**config.mk**
```make
export PLATFORM = sky130hd
export DESIGN_NAME = linear_mlp_online_trainer_top
export DESIGN_NICKNAME = d
export VERILOG_FILES = /design/src/sv/lmot_pkg.sv /design/src/sv/lmot_mul.sv /design/src/sv/linear_mlp_online_trainer_top.sv
export SDC_FILE = /design/constraint.sdc
export NUM_CORES = 2
export LEC_CHECK = 0
export BUFFER_PORTS_ARGS = -buffer_cell sky130_fd_sc_hd__clkbuf_2
export CORE_MARGIN = 2
export CORE_UTILIZATION = 45
export DETAILED_ROUTE_END_ITERATION = 12
export PLACE_DENSITY = 0.59
export SYNTH_ARGS = -nofsm -noshare
export SYNTH_HDL_FRONTEND = slang
export SYNTH_SLANG_ARGS = --single-unit
```
**constraint.sdc**
```tcl
create_clock -name clk -period 10.8 [get_ports clk]
set_input_delay 2.7 -clock clk [delete_from_list [all_inputs] [get_ports clk]]
set_output_delay 2.7 -clock clk [all_outputs]
set_load 0.1 [all_outputs]
```
**src/sv/lmot_pkg.sv**
```systemverilog
`default_nettype none

package lmot_pkg;

    // Default width of the stored weights and biases (signed Q8.F, F = width - 8).
    localparam int WEIGHT_WIDTH_DEF = 32;

    // Learning-rate shift after reset.
    localparam logic [4:0] LEARNING_SHIFT_RESET = 5'd23;

    // Width of the right-shift amount handed to the multiply unit.
    localparam int MUL_SHIFT_W = 6;

    typedef enum logic [2:0] {
        ST_IDLE,
        ST_MUL_START,
        ST_MUL_WAIT,
        ST_ERR,
        ST_OUT
    } state_t;

    // One step per multiplication, in the order the sequencer runs them.
    typedef enum logic [4:0] {
        OP_H0A,
        OP_H0B,
        OP_H1A,
        OP_H1B,
        OP_YA,
        OP_YB,
        OP_HE0,
        OP_HE1,
        OP_V0,
        OP_V1,
        OP_HB0,
        OP_HB1,
        OP_W0,
        OP_W1,
        OP_W2,
        OP_W3,
        OP_OB
    } op_t;

    typedef struct packed {
        logic                   start;
        logic                   sat_weight;
        logic [MUL_SHIFT_W-1:0] shift;
    } mul_ctl_t;

endpackage

`default_nettype wire

```
**src/sv/lmot_mul.sv**
```systemverilog
`default_nettype none

// Multiply, floor shift and saturate. The first operand is taken 16 bits at a
// time, most significant digit first, through one 17 x BW multiplier.
module lmot_mul #(
    parameter int HW = 40,
    parameter int BW = 32,
    parameter int WW = 32
) (
    input  wire                         clk,
    input  wire                         rst_n,
    input  wire lmot_pkg::mul_ctl_t     ctl,
    input  wire logic signed [HW-1:0]   a,
    input  wire logic signed [BW-1:0]   b,
    output logic                        done,
    output logic signed [HW-1:0]        res
);

    localparam int ND = (HW + 15) / 16;
    localparam int DW = 16 * ND;
    localparam int PW = DW + BW;
    localparam int CW = $clog2(ND + 2);
    localparam logic [CW-1:0] CNT_PROD_END = CW'(ND);
    localparam logic [CW-1:0] CNT_FIN      = CW'(ND + 1);

    logic [DW-1:0]                      a_reg;
    logic signed [BW-1:0]               b_reg;
    logic [CW-1:0]                      cnt_reg;
    logic                               busy_reg;
    logic                               done_reg;
    logic signed [BW+16:0]              prod_reg;
    logic signed [PW-1:0]               acc_reg;
    logic signed [HW-1:0]               res_reg;
    logic [lmot_pkg::MUL_SHIFT_W-1:0]   shift_reg;
    logic                               satw_reg;

    logic [15:0]                        digit;
    logic signed [16:0]                 digit_ext;
    logic signed [BW+16:0]              prod_next;
    logic signed [PW-1:0]               acc_next;
    logic signed [PW-1:0]               q;
    logic                               fits_h;
    logic                               fits_w;
    logic signed [HW-1:0]               res_next;

    assign digit = a_reg[DW-1 -: 16];

    // Only the top digit carries the sign; the lower ones are plain magnitudes.
    assign digit_ext = (cnt_reg == '0) ? {digit[15], digit} : {1'b0, digit};
    assign prod_next = digit_ext * b_reg;
    assign acc_next  = (acc_reg <<< 16) + PW'(prod_reg);

    assign q      = acc_reg >>> shift_reg;
    assign fits_h = (&q[PW-1:HW-1]) || (~|q[PW-1:HW-1]);
    assign fits_w = (&q[PW-1:WW-1]) || (~|q[PW-1:WW-1]);

    always_comb
    begin
        if (satw_reg)
        begin
            if (fits_w)
                res_next = HW'($signed(q[WW-1:0]));
            else if (q[PW-1])
                res_next = HW'($signed({1'b1, {(WW-1){1'b0}}}));
            else
                res_next = HW'($signed({1'b0, {(WW-1){1'b1}}}));
        end
        else
        begin
            if (fits_h)
                res_next = q[HW-1:0];
            else if (q[PW-1])
                res_next = {1'b1, {(HW-1){1'b0}}};
            else
                res_next = {1'b0, {(HW-1){1'b1}}};
        end
    end

    always_ff @(posedge clk or negedge rst_n)
    begin
        if (!rst_n)
        begin
            busy_reg <= 1'b0;
            cnt_reg  <= '0;
            done_reg <= 1'b0;
        end
        else
        begin
            done_reg <= 1'b0;
            if (ctl.start)
            begin
                busy_reg <= 1'b1;
                cnt_reg  <= '0;
            end
            else if (busy_reg)
            begin
                if (cnt_reg == CNT_FIN)
                begin
                    busy_reg <= 1'b0;
                    done_reg <= 1'b1;
                end
                else
                begin
                    cnt_reg <= cnt_reg + 1'b1;
                end
            end
        end
    end

    always_ff @(posedge clk)
    begin
        if (ctl.start)
        begin
            a_reg     <= DW'(a);
            b_reg     <= b;
            acc_reg   <= '0;
            shift_reg <= ctl.shift;
            satw_reg  <= ctl.sat_weight;
        end
        else if (busy_reg)
        begin
            if (cnt_reg < CNT_PROD_END)
            begin
                prod_reg <= prod_next;
                a_reg    <= a_reg << 16;
            end
            if ((cnt_reg != '0) && (cnt_reg <= CNT_PROD_END))
                acc_reg <= acc_next;
            if (cnt_reg == CNT_FIN)
                res_reg <= res_next;
        end
    end

    assign done = done_reg;
    assign res  = res_reg;

endmodule

`default_nettype wire

```
**src/sv/linear_mlp_online_trainer_top.sv**
```systemverilog
// Online trainer for a 2-2-1 linear network held in nine signed Q8.F registers.
// Input words arrive on s_tvalid/s_tready/s_tdata/s_tuser: s_tuser selects
// infer (0) or infer-then-train (1), s_tdata carries two Q8.8 inputs and a
// Q16.16 target. Each input word gives one output word on m_tvalid/m_tready/
// m_tdata with the Q16.16 prediction and error (error is zero on infer).
// An infer word runs six multiplications and a train word all seventeen,
// one after another through a single multiply unit that walks its first
// operand in 16-bit digits, ND = ceil((WEIGHT_WIDTH + 8) / 16) of them.
// One word is worked on at a time: no new input word is taken before the
// output word of the last one is loaded; s_tready is high only between words.
// The output word sits in a register: a new input word is taken while it
// waits, and a finished word waits for the receiver before it is loaded.
// The user is to write the learning shift through cfg_wen/cfg_wdata between
// words; the block does not enforce this. It is sampled when a word is taken.
// Reset restores the initial weights and biases, a learning shift of 23,
// and empties the output register.
`default_nettype none

module linear_mlp_online_trainer_top #(
    parameter int WEIGHT_WIDTH = lmot_pkg::WEIGHT_WIDTH_DEF
) (
    input  wire          clk,
    input  wire          rst_n,
    input  wire          s_tvalid,
    output logic         s_tready,
    input  wire  [63:0]  s_tdata,   // in_a [15:0], in_b [31:16], target [63:32]
    input  wire  [0:0]   s_tuser,   // operation [0]
    output logic         m_tvalid,
    input  wire          m_tready,
    output logic [63:0]  m_tdata,   // prediction [31:0], error [63:32]
    input  wire          cfg_wen,
    input  wire  [4:0]   cfg_wdata
);

    localparam int WW   = WEIGHT_WIDTH;
    localparam int FRAC = WW - 8;
    localparam int HW   = FRAC + 16;
    localparam int BW   = (WW > 32) ? WW : 32;
    localparam int SW   = HW + 2;
    localparam int MSW  = lmot_pkg::MUL_SHIFT_W;

    localparam logic [63:0] Q_01 = ((64'd1 << FRAC) + 64'd5) / 64'd10;
    localparam logic [63:0] Q_02 = ((64'd2 << FRAC) + 64'd5) / 64'd10;
    localparam logic [63:0] Q_03 = ((64'd3 << FRAC) + 64'd5) / 64'd10;
    localparam logic [63:0] Q_04 = ((64'd4 << FRAC) + 64'd5) / 64'd10;
    localparam logic [63:0] Q_05 = ((64'd5 << FRAC) + 64'd5) / 64'd10;
    localparam logic [63:0] Q_07 = ((64'd7 << FRAC) + 64'd5) / 64'd10;
    localparam logic [63:0] Q_08 = ((64'd8 << FRAC) + 64'd5) / 64'd10;

    localparam logic signed [BW-1:0] B_ONE = BW'(1);
    localparam logic signed [BW-1:0] B_OB  = BW'(1) << (FRAC - 16);
    localparam logic [MSW-1:0] SH_8    = MSW'(8);
    localparam logic [MSW-1:0] SH_16   = MSW'(16);
    localparam logic [MSW-1:0] SH_FRAC = MSW'(FRAC);

    lmot_pkg::state_t state_reg, state_next;
    lmot_pkg::op_t    op_reg, op_next;

    logic signed [WW-1:0] w_reg [4];
    logic signed [WW-1:0] v_reg [2];
    logic signed [WW-1:0] hb_reg [2];
    logic signed [WW-1:0] ob_reg;
    logic [4:0]           learning_shift_reg;

    logic signed [15:0]   x0_reg;
    logic signed [15:0]   x1_reg;
    logic signed [31:0]   tgt_reg;
    logic                 train_reg;
    logic [4:0]           s_reg;
    logic signed [SW-1:0] t_reg;
    logic signed [HW-1:0] h_reg [2];
    logic signed [HW-1:0] he_reg [2];
    logic signed [31:0]   pred_reg;
    logic signed [31:0]   err_reg;
    logic [63:0]          m_tdata_reg;
    logic                 m_tvalid_reg;

    lmot_pkg::mul_ctl_t   mul_ctl;
    logic                 mul_start;
    logic [MSW-1:0]       mul_shift;
    logic                 mul_satw;
    logic signed [HW-1:0] mul_a;
    logic signed [BW-1:0] mul_b;
    logic                 mul_done;
    logic signed [HW-1:0] mul_res;

    logic                 in_take;
    logic                 out_load;
    logic                 wb_en;
    logic [MSW-1:0]       sh_s;
    logic signed [SW-1:0] sum_h;
    logic signed [HW-1:0] sum_h_clamped;
    logic signed [WW-1:0] bias_sel;
    logic signed [SW-1:0] t_init;
    logic signed [WW-1:0] wcur;
    logic signed [WW:0]   wsum;
    logic signed [WW-1:0] wnew;
    logic signed [32:0]   diff;
    logic signed [31:0]   err_next;

    function automatic logic signed [HW-1:0] clamp_h(input logic signed [SW-1:0] v);
        logic [2:0] top;
        top = v[SW-1:HW-1];
        if (top == 3'b000 || top == 3'b111)
            clamp_h = v[HW-1:0];
        else if (v[SW-1])
            clamp_h = {1'b1, {(HW-1){1'b0}}};
        else
            clamp_h = {1'b0, {(HW-1){1'b1}}};
    endfunction

    function automatic logic signed [WW-1:0] clamp_w(input logic signed [WW:0] v);
        if (v[WW] == v[WW-1])
            clamp_w = v[WW-1:0];
        else if (v[WW])
            clamp_w = {1'b1, {(WW-1){1'b0}}};
        else
            clamp_w = {1'b0, {(WW-1){1'b1}}};
    endfunction

    assign mul_ctl = '{start: mul_start, sat_weight: mul_satw, shift: mul_shift};

    lmot_mul #(
        .HW (HW),
        .BW (BW),
        .WW (WW)
    ) u_mul (
        .clk   (clk),
        .rst_n (rst_n),
        .ctl   (mul_ctl),
        .a     (mul_a),
        .b     (mul_b),
        .done  (mul_done),
        .res   (mul_res)
    );

    assign in_take = s_tvalid && s_tready;
    assign sh_s    = MSW'(s_reg);

    // Sequencer.
    always_comb
    begin
        state_next = state_reg;
        op_next    = op_reg;
        s_tready   = 1'b0;
        out_load   = 1'b0;
        wb_en      = 1'b0;
        mul_start  = 1'b0;
        unique case (state_reg)
            lmot_pkg::ST_IDLE:
            begin
                s_tready = 1'b1;
                if (s_tvalid)
                begin
                    state_next = lmot_pkg::ST_MUL_START;
                    op_next    = lmot_pkg::OP_H0A;
                end
            end
            lmot_pkg::ST_MUL_START:
            begin
                mul_start  = 1'b1;
                state_next = lmot_pkg::ST_MUL_WAIT;
            end
            lmot_pkg::ST_MUL_WAIT:
            begin
                if (mul_done)
                begin
                    wb_en = 1'b1;
                    priority if (op_reg == lmot_pkg::OP_YB)
                        state_next = train_reg ? lmot_pkg::ST_ERR : lmot_pkg::ST_OUT;
                    else if (op_reg == lmot_pkg::OP_OB)
                        state_next = lmot_pkg::ST_OUT;
                    else
                    begin
                        op_next    = lmot_pkg::op_t'(op_reg + 5'd1);
                        state_next = lmot_pkg::ST_MUL_START;
                    end
                end
            end
            lmot_pkg::ST_ERR:
            begin
                op_next    = lmot_pkg::OP_HE0;
                state_next = lmot_pkg::ST_MUL_START;
            end
            lmot_pkg::ST_OUT:
            begin
                if (!m_tvalid_reg || m_tready)
                begin
                    out_load   = 1'b1;
                    state_next = lmot_pkg::ST_IDLE;
                end
            end
            default:
            begin
                state_next = lmot_pkg::ST_IDLE;
            end
        endcase
    end

    // Operand selection for the multiply unit.
    always_comb
    begin
        mul_a     = '0;
        mul_b     = '0;
        mul_shift = SH_8;
        mul_satw  = 1'b0;
        unique case (op_reg)
            lmot_pkg::OP_H0A:
            begin
                mul_a = HW'(x0_reg);
                mul_b = BW'(w_reg[0]);
            end
            lmot_pkg::OP_H0B:
            begin
                mul_a = HW'(x1_reg);
                mul_b = BW'(w_reg[2]);
            end
            lmot_pkg::OP_H1A:
            begin
                mul_a = HW'(x0_reg);
                mul_b = BW'(w_reg[1]);
            end
            lmot_pkg::OP_H1B:
            begin
                mul_a = HW'(x1_reg);
                mul_b = BW'(w_reg[3]);
            end
            lmot_pkg::OP_YA:
            begin
                mul_a     = h_reg[0];
                mul_b     = BW'(v_reg[0]);
                mul_shift = SH_FRAC;
            end
            lmot_pkg::OP_YB:
            begin
                mul_a     = h_reg[1];
                mul_b     = BW'(v_reg[1]);
                mul_shift = SH_FRAC;
            end
            lmot_pkg::OP_HE0:
            begin
                mul_a     = HW'(err_reg);
                mul_b     = BW'(v_reg[0]);
                mul_shift = SH_16;
            end
            lmot_pkg::OP_HE1:
            begin
                mul_a     = HW'(err_reg);
                mul_b     = BW'(v_reg[1]);
                mul_shift = SH_16;
            end
            lmot_pkg::OP_V0:
            begin
                mul_a     = h_reg[0];
                mul_b     = BW'(err_reg);
                mul_shift = SH_16 + sh_s;
                mul_satw  = 1'b1;
            end
            lmot_pkg::OP_V1:
            begin
                mul_a     = h_reg[1];
                mul_b     = BW'(err_reg);
                mul_shift = SH_16 + sh_s;
                mul_satw  = 1'b1;
            end
            lmot_pkg::OP_HB0:
            begin
                mul_a     = he_reg[0];
                mul_b     = B_ONE;
                mul_shift = sh_s;
                mul_satw  = 1'b1;
            end
            lmot_pkg::OP_HB1:
            begin
                mul_a     = he_reg[1];
                mul_b     = B_ONE;
                mul_shift = sh_s;
                mul_satw  = 1'b1;
            end
            lmot_pkg::OP_W0:
            begin
                mul_a     = he_reg[0];
                mul_b     = BW'(x0_reg);
                mul_shift = SH_8 + sh_s;
                mul_satw  = 1'b1;
            end
            lmot_pkg::OP_W1:
            begin
                mul_a     = he_reg[1];
                mul_b     = BW'(x0_reg);
                mul_shift = SH_8 + sh_s;
                mul_satw  = 1'b1;
            end
            lmot_pkg::OP_W2:
            begin
                mul_a     = he_reg[0];
                mul_b     = BW'(x1_reg);
                mul_shift = SH_8 + sh_s;
                mul_satw  = 1'b1;
            end
            lmot_pkg::OP_W3:
            begin
                mul_a     = he_reg[1];
                mul_b     = BW'(x1_reg);
                mul_shift = SH_8 + sh_s;
                mul_satw  = 1'b1;
            end
            lmot_pkg::OP_OB:
            begin
                mul_a     = HW'(err_reg);
                mul_b     = B_OB;
                mul_shift = sh_s;
                mul_satw  = 1'b1;
            end
            default:
            begin
                mul_a = '0;
            end
        endcase
    end

    // Write-back arithmetic: bias and partial sums, and the saturating weight updates.
    always_comb
    begin
        bias_sel = ob_reg;
        wcur     = ob_reg;
        unique case (op_reg)
            lmot_pkg::OP_H0A: bias_sel = hb_reg[0];
            lmot_pkg::OP_H1A: bias_sel = hb_reg[1];
            lmot_pkg::OP_V0:  wcur = v_reg[0];
            lmot_pkg::OP_V1:  wcur = v_reg[1];
            lmot_pkg::OP_HB0: wcur = hb_reg[0];
            lmot_pkg::OP_HB1: wcur = hb_reg[1];
            lmot_pkg::OP_W0:  wcur = w_reg[0];
            lmot_pkg::OP_W1:  wcur = w_reg[1];
            lmot_pkg::OP_W2:  wcur = w_reg[2];
            lmot_pkg::OP_W3:  wcur = w_reg[3];
            default:
            begin
                bias_sel = ob_reg;
                wcur     = ob_reg;
            end
        endcase
    end

    assign t_init        = SW'(mul_res) + SW'(bias_sel);
    assign sum_h         = t_reg + SW'(mul_res);
    assign sum_h_clamped = clamp_h(sum_h);
    assign wsum          = (WW+1)'(wcur) + (WW+1)'($signed(mul_res[WW-1:0]));
    assign wnew          = clamp_w(wsum);

    assign diff = 33'(tgt_reg) - 33'(pred_reg);
    assign err_next = (diff[32] == diff[31]) ? diff[31:0]
                    : (diff[32] ? {1'b1, 31'd0} : {1'b0, {31{1'b1}}});

    // Control registers and the stored network.
    always_ff @(posedge clk or negedge rst_n)
    begin
        if (!rst_n)
        begin
            state_reg          <= lmot_pkg::ST_IDLE;
            op_reg             <= lmot_pkg::OP_H0A;
            m_tvalid_reg       <= 1'b0;
            learning_shift_reg <= lmot_pkg::LEARNING_SHIFT_RESET;
            w_reg[0]  <= Q_02[WW-1:0];
            w_reg[1]  <= Q_05[WW-1:0];
            w_reg[2]  <= Q_03[WW-1:0];
            w_reg[3]  <= Q_08[WW-1:0];
            v_reg[0]  <= Q_04[WW-1:0];
            v_reg[1]  <= Q_07[WW-1:0];
            hb_reg[0] <= Q_01[WW-1:0];
            hb_reg[1] <= Q_01[WW-1:0];
            ob_reg    <= Q_01[WW-1:0];
        end
        else
        begin
            state_reg <= state_next;
            op_reg    <= op_next;
            if (out_load)
                m_tvalid_reg <= 1'b1;
            else if (m_tready)
                m_tvalid_reg <= 1'b0;
            if (cfg_wen)
                learning_shift_reg <= cfg_wdata;
            if (wb_en)
            begin
                unique case (op_reg)
                    lmot_pkg::OP_V0:  v_reg[0]  <= wnew;
                    lmot_pkg::OP_V1:  v_reg[1]  <= wnew;
                    lmot_pkg::OP_HB0: hb_reg[0] <= wnew;
                    lmot_pkg::OP_HB1: hb_reg[1] <= wnew;
                    lmot_pkg::OP_W0:  w_reg[0]  <= wnew;
                    lmot_pkg::OP_W1:  w_reg[1]  <= wnew;
                    lmot_pkg::OP_W2:  w_reg[2]  <= wnew;
                    lmot_pkg::OP_W3:  w_reg[3]  <= wnew;
                    lmot_pkg::OP_OB:  ob_reg    <= wnew;
                    default:
                    begin
                        ob_reg <= ob_reg;
                    end
                endcase
            end
        end
    end

    // Per-word working values.
    always_ff @(posedge clk)
    begin
        if (in_take)
        begin
            x0_reg    <= $signed(s_tdata[15:0]);
            x1_reg    <= $signed(s_tdata[31:16]);
            tgt_reg   <= $signed(s_tdata[63:32]);
            train_reg <= s_tuser[0];
            s_reg     <= learning_shift_reg;
        end
        if (state_reg == lmot_pkg::ST_ERR)
            err_reg <= err_next;
        if (out_load)
            m_tdata_reg <= {err_reg, pred_reg};
        if (wb_en)
        begin
            unique case (op_reg)
                lmot_pkg::OP_H0A: t_reg <= t_init;
                lmot_pkg::OP_H0B: h_reg[0] <= sum_h_clamped;
                lmot_pkg::OP_H1A: t_reg <= t_init;
                lmot_pkg::OP_H1B: h_reg[1] <= sum_h_clamped;
                lmot_pkg::OP_YA:  t_reg <= t_init;
                lmot_pkg::OP_YB:
                begin
                    // Floor to Q16.16 is a plain slice of the Q16.F output.
                    pred_reg <= sum_h_clamped[HW-1:FRAC-16];
                    if (!train_reg)
                        err_reg <= '0;
                end
                lmot_pkg::OP_HE0: he_reg[0] <= mul_res;
                lmot_pkg::OP_HE1: he_reg[1] <= mul_res;
                default:
                begin
                    t_reg <= t_reg;
                end
            endcase
        end
    end

    assign m_tvalid = m_tvalid_reg;
    assign m_tdata  = m_tdata_reg;

endmodule

`default_nettype wire

```
==> impl_metrics.json <==
{
  "yosys_register_bits": 962,
  "cp_slowest_cell": "o21a_1",
  "relSlewSlack_pct": 6.732,
  "synthCells": 7599,
  "drt_iter0_drc": 6929,
  "grtUsageMet1_pct": 41.59,
  "n_fill_cell": 15210,
  "cts.sinks": 962,
  "clk_pin_slew_ns": 0.06,
  "path_delay_family": "compound AO/OA/AOI/OAI gates",
  "cts_hold_buf": 0,
  "cp-end-kind": "flip-flop",
  "finalSetupViolCount": 0,
  "largest_reg_flops": 128,
  "cts_root_buf": "clkbuf_16",
  "synth_nets": 8532,
  "async_reset_ff_share_pct": 31.91,
  "worst-path-buf-inv": 3,
  "die_h_um": 409.5,
  "yosysUniqueCellTypes": 94,
  "max_freq_mhz": 129.3,
  "grt_pass1_wl_um": 388700,
  "ant_nets": 0,
  "fin_skew_ns": 0.08620,
  "hp-start": "pred_reg[25]",
  "grt_busiest_layer": "met2",
  "use_met3_pct": 6.040,
  "avgRoutedWirePerCell_um": 26.75,
  "area_delta_synth_final_pct": 8.732,
  "path_class": "reg2reg",
  "synth_common_cells": "nand2_1, inv_1, o21ai_0",
  "multi_input_area_mm2": 0.04361,
  "cp_slowest_stage_delay_ns": 1.12,
  "gp_congestion": 0.9658,
  "grt_use_met2_pct": 46.99,
  "fin_crit_sh_pct": 71.61,
  "slew_viol_final": 0,
  "worst-path-max-fanout": 46,
  "status": "completed",
  "cts_buffer_depth": 3,
  "htree_levels": 3,
  "worst_pin_slew_ns": 1.399,
  "dieArea_mm2": 0.1677,
  "antenna_found_initial": 12,
  "die_x_um": 409.5,
  "r2r-start": "op_reg[4]",
  "syn_area_mm2": 0.07401,
  "grt_max_degree": 122,
  "fin_crit_ns": 7.734,
  "ys_warn_count": 0,
  "nNetsFinal": 8438,
  "vias": 60110,
  "clk_latency_ns": 0.78,
  "hold_class": "reg2reg",
  "ys.flop_type": "edfxtp_1",
  "rsz0062_at_grt": "no",
  "hold_viol_final": 0,
  "total_leakage_power_nw": 34.88,
  "cp-startpoint": "op_reg[4]",
  "cts_tree": "built",
  "initial_core_util_pct": 45.42,
  "grt_pass1_vias": 58730,
  "final_util_pct": 49.38,
  "synth_area_leaders": "edfxtp_1, fa_1, dfrtp_1, nand2_1, ha_1",
  "cp-start-kind": "flip-flop",
  "yosysMostFrequentCell": "nand2_1",
  "avgSynthCellArea_um2": 9.739,
  "required_ns": 11.47,
  "dpl.hpwl_um": 188900,
  "grt_usage_pct": 30.87,
  "portBuffers": 140,
  "io_pins": 141,
  "drv_cap": 0,
  "cts-buffers-inserted": 106,
  "ir_drop_v": 0.0001153,
  "crit_chain": "clkinv_1, nand2_1, nor2_2, buf_4, or2_2, nor2_1, nand3_2, buf_12, nor2_1, a31oi_1, ha_1, and4_1, nand3_1, o31ai_1, o211ai_1, o211ai_1, a31o_2, nand2b_1, o21a_1, o21ai_1, o21ai_0",
  "first_pass_iters": 7,
  "yosys.area.top_type": "edfxtp_1",
  "regArea_mm2": 0.02636,
  "via_per_inst": 6.148,
  "p_per_area_mw_per_mm2": 97.11,
  "drive_gt1_share_pct": 9.620,
  "cts_setup_buffers": 0,
  "drc": 0,
  "synth_edf_count": 543,
  "grt-ovfl-total": 0,
  "totalWireLength_um": 261500,
  "core_mm2": 0.1630,
  "ys_seq_area_share_pct": 35.61,
  "fin_tns_setup_ns": 0,
  "row_count": 148,
  "worstPathArrival_ns": 8.40,
  "cts_resized": 0,
  "synth_top_area_share_pct": 22.03
}
## final timing paths
path | to | slack [ns] | depth (start not counted)
setup / recovery | w_reg[60] | 3.07 | 21
hold / removal | m_tdata[25] | 0.48 | 0
setup reg to reg | w_reg[60] | 3.07 | 21
hold reg to reg | m_tdata[25] | 0.48 | 0
max in group asynchronous | m_tvalid | 7.15 | 2
min in group asynchronous | v_reg[51] | 2.04 | 1
## power by group
group,switching (mW),internal (mW),total [mW]
clock network,1.66,2.25,3.91
logic,0.0301,0.0122,0.0423
registers,0.00268,3.85,3.86
total,1.70,6.12,7.81
## cell type report
class | count | area share, %
Clock inverter | 61 | 1.009
Multi-Input combinational cell | 5536 | 54.19
Tap cell | 2175 | 3.382
Antenna cell | 3 | 0.009329
Timing Repair Buffer | 252 | 1.975
Sequential cell | 962 | 32.75
Inverter | 647 | 3.021
Clock buffer | 141 | 3.660
## metal layers
metal / part of all wire [%] / wire length, µm
met1: 41 / 106400
met5: 0.020 / 51
met2: 44 / 115300
met4: 6.3 / 16380
met3: 9.0 / 23430
## through the flow
step	hold slack [ns]	std cells	total power [mW]	setup slack [ns]	area, µm²
2_1_floorplan	0.4211	7599	3.932	4.094	74010
5_1_grt	0.4885	9775	8.003	2.453	80470
4_1_cts	0.4846	9774	7.855	3.047	80460
3_5_place_dp	0.4370	9572	3.974	3.058	76710
3_3_place_gp	0.4603	9572	3.974	3.200	76710
6_report	0.4826	9777	7.814	3.066	80470
## cells in the final DEF (no fill, tap or decap), drive strengths merged, types with 45 or more instances in the layout
cell	netlist	final
a21oi	414	414
a21o	175	175
a31oi	102	102
dfstp	100	100
a222oi	76	76
nand2	1128	1128
a211oi	45	45
o21ai	601	601
mux2	51	51
xnor2	136	136
a22oi	155	155
nor2b	51	51
nor2	308	308
dfxtp	112	112
buf	77	113
nand4	60	60
mux2i	142	142
xor2	83	83
edfxtp	543	543
ha	332	332
inv	644	649
mux4	74	74
a221oi	97	97
clkbuf	377	280
nor3	58	58
a22o	70	70
o211ai	46	46
and2	278	278
nand3	106	106
fa	526	526
dfrtp	207	207
## worst reg2reg max path, stage by stage, from the launching register on
cell and delay [ns]:
dfrtp_1 0.63, clkinv_1 0.33, nand2_1 0.31, nor2_2 0.05, buf_4 0.32, or2_2 0.38
nor2_1 0.19, nand3_2 0.45, buf_12 0.39, nor2_1 0.15, a31oi_1 0.07, ha_1 0.39
and4_1 0.27, nand3_1 0.09, o31ai_1 0.53, o211ai_1 0.22, o211ai_1 0.31, a31o_2 0.23
nand2b_1 0.30, o21a_1 1.13, o21ai_1 0.57, o21ai_0 0.32
## logic make-up (layout without fill, tap and decap cells)
kind of cell	count (synthesis)	in the layout	synth area share, %
simple gates	2150	2150	13.19
other cells	0	3	0
compound gates	2016	2016	17.66
buf+inv	1101	1101	5.792
mux	267	267	4.964
flops	962	962	35.61
fa+ha+maj	884	884	20.19
xor+xnor	219	219	2.592
(Power assumes the default switching activity.)
